<file path="config.mk">
export PLATFORM = sky130hd
export DESIGN_NAME = dsched_ctrl
export DESIGN_NICKNAME = d
export VERILOG_FILES = /design/src/hdl/dsched_pkg.sv /design/src/hdl/dsched_ctrl.sv
export SDC_FILE = /design/constraint.sdc
export NUM_CORES = 1
export LEC_CHECK = 0
export BUFFER_PORTS_ARGS = -buffer_cell sky130_fd_sc_hd__buf_2
export CORE_MARGIN = 5
export CORE_UTILIZATION = 35
export CTS_BUF_LIST = sky130_fd_sc_hd__clkbuf_4 sky130_fd_sc_hd__clkbuf_8
export CTS_CLUSTER_DIAMETER = 30
export DETAILED_ROUTE_END_ITERATION = 8
export GPL_TIMING_DRIVEN = 0
export SYNTH_ARGS = -nofsm -noshare
export SYNTH_HDL_FRONTEND = slang
export SYNTH_SLANG_ARGS = --single-unit
</file>
<file path="constraint.sdc">
create_clock -name clk -period 2.4 [get_ports clk]
set_input_delay 0.12 -clock clk [delete_from_list [all_inputs] [get_ports clk]]
set_output_delay 0.12 -clock clk [all_outputs]
set_load 0.005 [all_outputs]
</file>
<file path="src/hdl/dsched_pkg.sv">
// Shared types, constants and helper functions of the disk request scheduler.
`timescale 1ns / 1ps
package dsched_pkg;

    localparam int QUEUE_DEPTH_DEF   = 1024;
    localparam int SECTORS_PER_TRACK = 20;
    localparam int TRACK_W           = 5;
    localparam int SECTOR_W          = 5;
    localparam int IDX_W             = 10;
    localparam int TIME_W            = 21;
    localparam int CFG_IDX_W         = 3;
    localparam int CFG_DATA_W        = 16;
    localparam int POLICY_W          = 2;
    localparam int GAP_W             = 5;

    localparam logic [TRACK_W-1:0]  START_TRACK_RST  = TRACK_W'(12);
    localparam logic [SECTOR_W-1:0] START_SECTOR_RST = SECTOR_W'(10);
    localparam logic [TIME_W-1:0]   TIME_MAX         = {TIME_W{1'b1}};

    localparam logic [POLICY_W-1:0] POL_FIFO  = 2'd0;
    localparam logic [POLICY_W-1:0] POL_SSTF  = 2'd1;
    localparam logic [POLICY_W-1:0] POL_SCAN  = 2'd2;
    localparam logic [POLICY_W-1:0] POL_CSCAN = 2'd3;

    localparam logic [CFG_IDX_W-1:0] REG_POLICY       = 3'd0;
    localparam logic [CFG_IDX_W-1:0] REG_SEEK_TIME    = 3'd1;
    localparam logic [CFG_IDX_W-1:0] REG_SECTOR_TIME  = 3'd2;
    localparam logic [CFG_IDX_W-1:0] REG_XFER_TIME    = 3'd3;
    localparam logic [CFG_IDX_W-1:0] REG_START_TRACK  = 3'd4;
    localparam logic [CFG_IDX_W-1:0] REG_START_SECTOR = 3'd5;

    localparam logic OP_LOAD  = 1'b0;
    localparam logic OP_SCHED = 1'b1;

    typedef enum logic [1:0] {
        ST_LOADED = 2'd0,
        ST_SERVED = 2'd1,
        ST_NONE   = 2'd2,
        ST_FULL   = 2'd3
    } status_t;

    // controller -> datapath
    typedef struct packed {
        logic take;
        logic do_load;
        logic pass_start;
        logic track_pass;
        logic issue;
        logic decide;
        logic set_none;
        logic mul;
        logic commit;
        logic res_load;
    } cmd_t;

    // datapath -> controller
    typedef struct packed {
        logic in_valid;
        logic in_op;
        logic pass_done;
        logic found;
        logic sweep;
        logic out_free;
    } stat_t;

    // sector reduced into 0..SECTORS_PER_TRACK-1 (input is below twice the count)
    function automatic logic [SECTOR_W-1:0] sec_mod(input logic [SECTOR_W-1:0] s);
        logic [SECTOR_W:0] w;
        w = {1'b0, s};
        if (w >= (SECTOR_W+1)'(SECTORS_PER_TRACK))
            w = w - (SECTOR_W+1)'(SECTORS_PER_TRACK);
        return w[SECTOR_W-1:0];
    endfunction

    function automatic logic [GAP_W-1:0] rot_gap(input logic [SECTOR_W-1:0] head,
                                                 input logic [SECTOR_W-1:0] s);
        logic [SECTOR_W+1:0] d;
        d = (SECTOR_W+2)'(sec_mod(head)) + (SECTOR_W+2)'(SECTORS_PER_TRACK)
            - (SECTOR_W+2)'(sec_mod(s));
        if (d >= (SECTOR_W+2)'(SECTORS_PER_TRACK))
            d = d - (SECTOR_W+2)'(SECTORS_PER_TRACK);
        return d[GAP_W-1:0];
    endfunction

    function automatic logic [SECTOR_W-1:0] next_sec(input logic [SECTOR_W-1:0] s);
        logic [SECTOR_W:0] w;
        w = {1'b0, sec_mod(s)} + 1'b1;
        if (w == (SECTOR_W+1)'(SECTORS_PER_TRACK))
            w = '0;
        return w[SECTOR_W-1:0];
    endfunction

endpackage

</file>
<file path="src/hdl/dsched_ctrl.sv">
// Sequencing state machine of the scheduler.
`timescale 1ns / 1ps
module dsched_ctrl import dsched_pkg::*; (
    input  logic  clk,
    input  logic  rst_n,
    input  stat_t st,
    output cmd_t  cmd
);
    typedef enum logic [8:0] {
        S_IDLE   = 9'b000000001,
        S_LOAD   = 9'b000000010,
        S_START  = 9'b000000100,
        S_PASS1  = 9'b000001000,
        S_DECIDE = 9'b000010000,
        S_PASS2  = 9'b000100000,
        S_MUL    = 9'b001000000,
        S_ADD    = 9'b010000000,
        S_DONE   = 9'b100000000
    } state_t;

    state_t state_reg, state_next;

    always_ff @(posedge clk or negedge rst_n)
    begin
        if (!rst_n)
            state_reg <= S_IDLE;
        else
            state_reg <= state_next;
    end

    always_comb
    begin
        state_next = state_reg;
        cmd        = '0;
        unique case (state_reg)
            S_IDLE:
            begin
                cmd.take = 1'b1;
                if (st.in_valid)
                    state_next = (st.in_op == OP_LOAD) ? S_LOAD : S_START;
            end
            S_LOAD:
            begin
                cmd.do_load = 1'b1;
                state_next  = S_DONE;
            end
            S_START:
            begin
                cmd.pass_start = 1'b1;
                state_next     = S_PASS1;
            end
            S_PASS1:
            begin
                cmd.issue = 1'b1;
                if (st.pass_done)
                    state_next = S_DECIDE;
            end
            S_DECIDE:
            begin
                priority if (!st.found)
                begin
                    cmd.set_none = 1'b1;
                    state_next   = S_DONE;
                end
                else if (st.sweep)
                begin
                    cmd.decide     = 1'b1;
                    cmd.pass_start = 1'b1;
                    cmd.track_pass = 1'b1;
                    state_next     = S_PASS2;
                end
                else
                begin
                    state_next = S_MUL;
                end
            end
            S_PASS2:
            begin
                cmd.issue      = 1'b1;
                cmd.track_pass = 1'b1;
                if (st.pass_done)
                    state_next = S_MUL;
            end
            S_MUL:
            begin
                cmd.mul    = 1'b1;
                state_next = S_ADD;
            end
            S_ADD:
            begin
                cmd.commit = 1'b1;
                state_next = S_DONE;
            end
            S_DONE:
            begin
                if (st.out_free)
                begin
                    cmd.res_load = 1'b1;
                    state_next   = S_IDLE;
                end
            end
            default: state_next = S_IDLE;
        endcase
    end
endmodule

</file>
==> impl_summary.md <==
Floorplanning
The die outline area is 0.00299 mm2. The floorplan step set the die height to 54.7 um. Measured along the x axis, the die boundary spans 54.7 um.

The placeable core area is 0.00194 mm2. For this configuration, the core starts out at a cell density of 36.0%. The top-level port count is 18. The number of core rows is 16.

Drt
The detailed-route wire length per cell is 13.5 um. Summing over every cut layer, the via total after detailed routing is 676. The overall routed net length is 1700 um.

The detailed router finished its first iteration with 12 violations. The pre-antenna-repair detailed-routing pass consisted of 4 iterations. In the routed layout, each cell is associated on average with a via count of 5.37. The final routed DRC violation total is 0.

The final antenna-violating net count is 0.

Place
The HPWL after detailed placement is 1280 um. The number of input and output port buffers inserted is 17. The standard cell area after detailed placement is 818 um2. The congestion estimate from routability-driven global placement came to 0.805.

Once placement completed, the tool counted placed cells totaling 121.

Pwr
The worst ir drop on vdd is 0.610 mV. The standby leakage power is 0.433 nW. For this design the ratio of total power to cell area is 968 mW/mm2.

Clocking
The number of levels the H-tree was split into is 1. The clock net in this run drives a total of 9 sinks. The root cell of the clock tree is sky130_fd_sc_hd__clkbuf_4.

Counting along the longest clock path gives a buffer depth of 2. The CTS buffer count is 3. The clock insertion delay at the later pin of the skew report is 0.27 ns.

The post-CTS setup buffer count is 0. After clock tree synthesis, the clock-pin slew on the worst setup and hold paths is 0.06 ns. The TritonCTS clock tree is built.

Run status
The run finished with clean final reports.

Critical path
At the worst endpoint, the arrival time is 2.05 ns. The setup check on the worst reg-to-reg path leaves a slack of 0.41 ns. The data required time at the worst endpoint is 2.28 ns. In this run the worst setup path begins at state_reg[2]. The endpoint class of the critical path is a primary output. The worst setup path is launched from a flip-flop.

The category of the critical setup timing path is flip-flop to primary output. The highest net fanout along the worst path is 9. The launch instance of the worst register-to-register path is state_reg[2].

Finish
The repair_antennas step left the layout with diodes totalling 0. The area added between synthesis and finish is 24.0%. The final-stage net count is 108.

The post-route cell area is 867 um2. The flip-flop count of the largest register after layout is 9. The filler-free cell count of the finished design is 126. The share of final-layout standard cells stronger than drive strength 1 is 40.4%.

Timing
Measured against its own limit, the worst slew margin works out to 71.8%. Setup repair after global routing left no endpoint under its margin. The share of the cycle needed by the critical path after routing is 90.4%. The worst setup skew after layout is 0.00896 ns. The final sum of negative setup slack is 0 ns. The final number of max-transition violations was 0. At the pin with the least slew margin, the transition time is 0.424 ns. The achievable frequency is 461 MHz.

The number of hold-slack violations in the final timing report is 0. The final setup violation count is 0. The final critical path time including I/O delays and setup is 2.17 ns.

Logic synthesis
Each instance of the synthesized netlist takes up on average 9.08 um2. The post-synthesis instance area is 699 um2. The synthesized design contains 9 register bits.

The number of standard cells after synthesis is 77. The net count of the mapped netlist is 85. The portion of the post-synthesis area used by sequential elements is 32.4%. The distinct cell type count after synthesis is 38. During synthesis, Yosys emitted a total of 0 warnings.

Global routing
The maximum number of pins on one net before global-route repair is 11. The via count of the first global-routing pass is 613. The number of antenna violations at the first check in global routing is 0.

The global-route usage over all layers is 13.3%. Global routing finished with a remaining overflow of 0. The first global-routing pass estimated 2750 um of wire.

Worst hold path
The worst hold path begins at st[4]. In this run the worst hold path is classified as input pin to flip-flop.

Flow run
The max capacitance violation total is 0.
## layer usage
layer  global-route usage [%]  up-vias  wire [um]
li1                         -      336          -
met1                     15.9      318        777
met2                     19.3       16        792
met3                     5.18        6         75
met4                     9.54        0         56
met5                        0        -          0
## layout make-up
cell class                      instances  area, um2
Fill cell                             203       1070
Multi-Input combinational cell         57        430
Sequential cell                         9        226
Timing Repair Buffer                   18       95.1
Buffer                                  6       35.0
Tap cell                               27       33.8
Clock buffer                            3       22.5
Inverter                                5       18.8
Clock inverter                          1       5.00
## cells in the mapped netlist (all sizes together)
cell type | instances | area (um2)
or4b | 3 | 37.5
o41ai | 1 | 8.76
nor2b | 1 | 6.26
nor2 | 6 | 22.5
or3 | 2 | 22.5
mux2 | 1 | 11.3
or4 | 2 | 18.8
nor3b | 3 | 22.5
o211ai | 1 | 7.51
buf | 5 | 31.3
a2111oi | 1 | 15.0
nor4 | 9 | 56.3
o211a | 1 | 10.0
inv | 5 | 18.8
a211o | 1 | 10.0
xor2 | 1 | 8.76
clkbuf | 1 | 3.75
nor3 | 3 | 15.0
or3b | 1 | 8.76
o31ai | 1 | 7.51
nand3 | 2 | 10.0
and3 | 1 | 6.26
and4b | 1 | 10.0
dfstp | 1 | 26.3
dfrtp | 8 | 200
nand2 | 2 | 7.51
nand2b | 4 | 25.0
o22ai | 1 | 6.26
a41o | 1 | 10.0
a31oi | 1 | 6.26
a21boi | 1 | 7.51
o21ai | 2 | 10.0
a21o | 1 | 8.76
a21oi | 1 | 16.3
or2 | 1 | 6.26
## kinds of logic after synthesis
logic type      synth area share [%]
flops                           32.4
compound gates                  17.7
mux                             1.61
buf+inv                         7.69
xor+xnor                        1.25
simple gates                    39.4
## path summary, 6_finish.rpt
| kind | endpoint | cells after the start |
|---|---|---|
| max in group asynchronous | state_reg[0] | 2 |
| setup / recovery | cmd[6] | 7 |
| min in group asynchronous | state_reg[4] | 2 |
| hold reg to reg | state_reg[7] | 2 |
| hold / removal | state_reg[1] | 2 |
| setup reg to reg | state_reg[3] | 5 |
## layout by cell type (no fill, tap or decap), types with 2 or more instances in the layout
cell type,instances
sky130_fd_sc_hd__nor2_1,6
sky130_fd_sc_hd__nor4_1,8
sky130_fd_sc_hd__nand2_1,2
sky130_fd_sc_hd__nor3b_1,3
sky130_fd_sc_hd__clkbuf_4,3
sky130_fd_sc_hd__nor3_1,2
sky130_fd_sc_hd__or3_4,2
sky130_fd_sc_hd__or4b_4,2
sky130_fd_sc_hd__nand2b_1,4
sky130_fd_sc_hd__o21ai_0,2
sky130_fd_sc_hd__inv_1,5
sky130_fd_sc_hd__buf_2,21
sky130_fd_sc_hd__dfrtp_1,8
sky130_fd_sc_hd__nand3_1,2
## stage by stage
step / utilization [%] / hold WS, ns / setup WS [ns] / power (mW)
after detailed placement: 42.1 / -0.00721 / 0.298 / 0.697
final: 44.7 / 0.0286 / 0.231 / 0.839
after global placement: 42.1 / -0.0111 / 0.292 / 0.687
after global routing: 44.7 / 0.00692 / 0.0931 / 0.911
after floorplan: - / -0.176 / 0.554 / 0.575
after CTS: 44.3 / 0.0147 / 0.154 / 0.831
## where the power goes
part	total [mW]	switching, mW	leakage (nW)	internal (mW)
clock	0.125	0.0636	0.0177	0.0617
combinational	0.481	0.281	0.294	0.200
sequential	0.233	0.0333	0.121	0.200
total	0.839	0.378	0.433	0.461
## critical path: stages, from the launching register on
cell,delay [ns]
sky130_fd_sc_hd__dfrtp_1,0.35
sky130_fd_sc_hd__buf_2,0.16
sky130_fd_sc_hd__nor4_2,0.30
sky130_fd_sc_hd__nand2b_1,0.08
sky130_fd_sc_hd__clkbuf_1,0.22
sky130_fd_sc_hd__nor3_2,0.40
sky130_fd_sc_hd__nand2b_1,0.15
sky130_fd_sc_hd__buf_2,0.10
## timing repair
| action | 4_1_cts | 5_1_grt |
|---|---|---|
| endpoints found under the setup margin | 1 | 2 |
| hold buffers | 1 | 0 |
| resized for setup | 1 | 1 |
| pin swaps | 0 | 0 |
| endpoints found under the hold margin | 9 | 0 |
No activity file was read; power rests on OpenSTA's default activity.
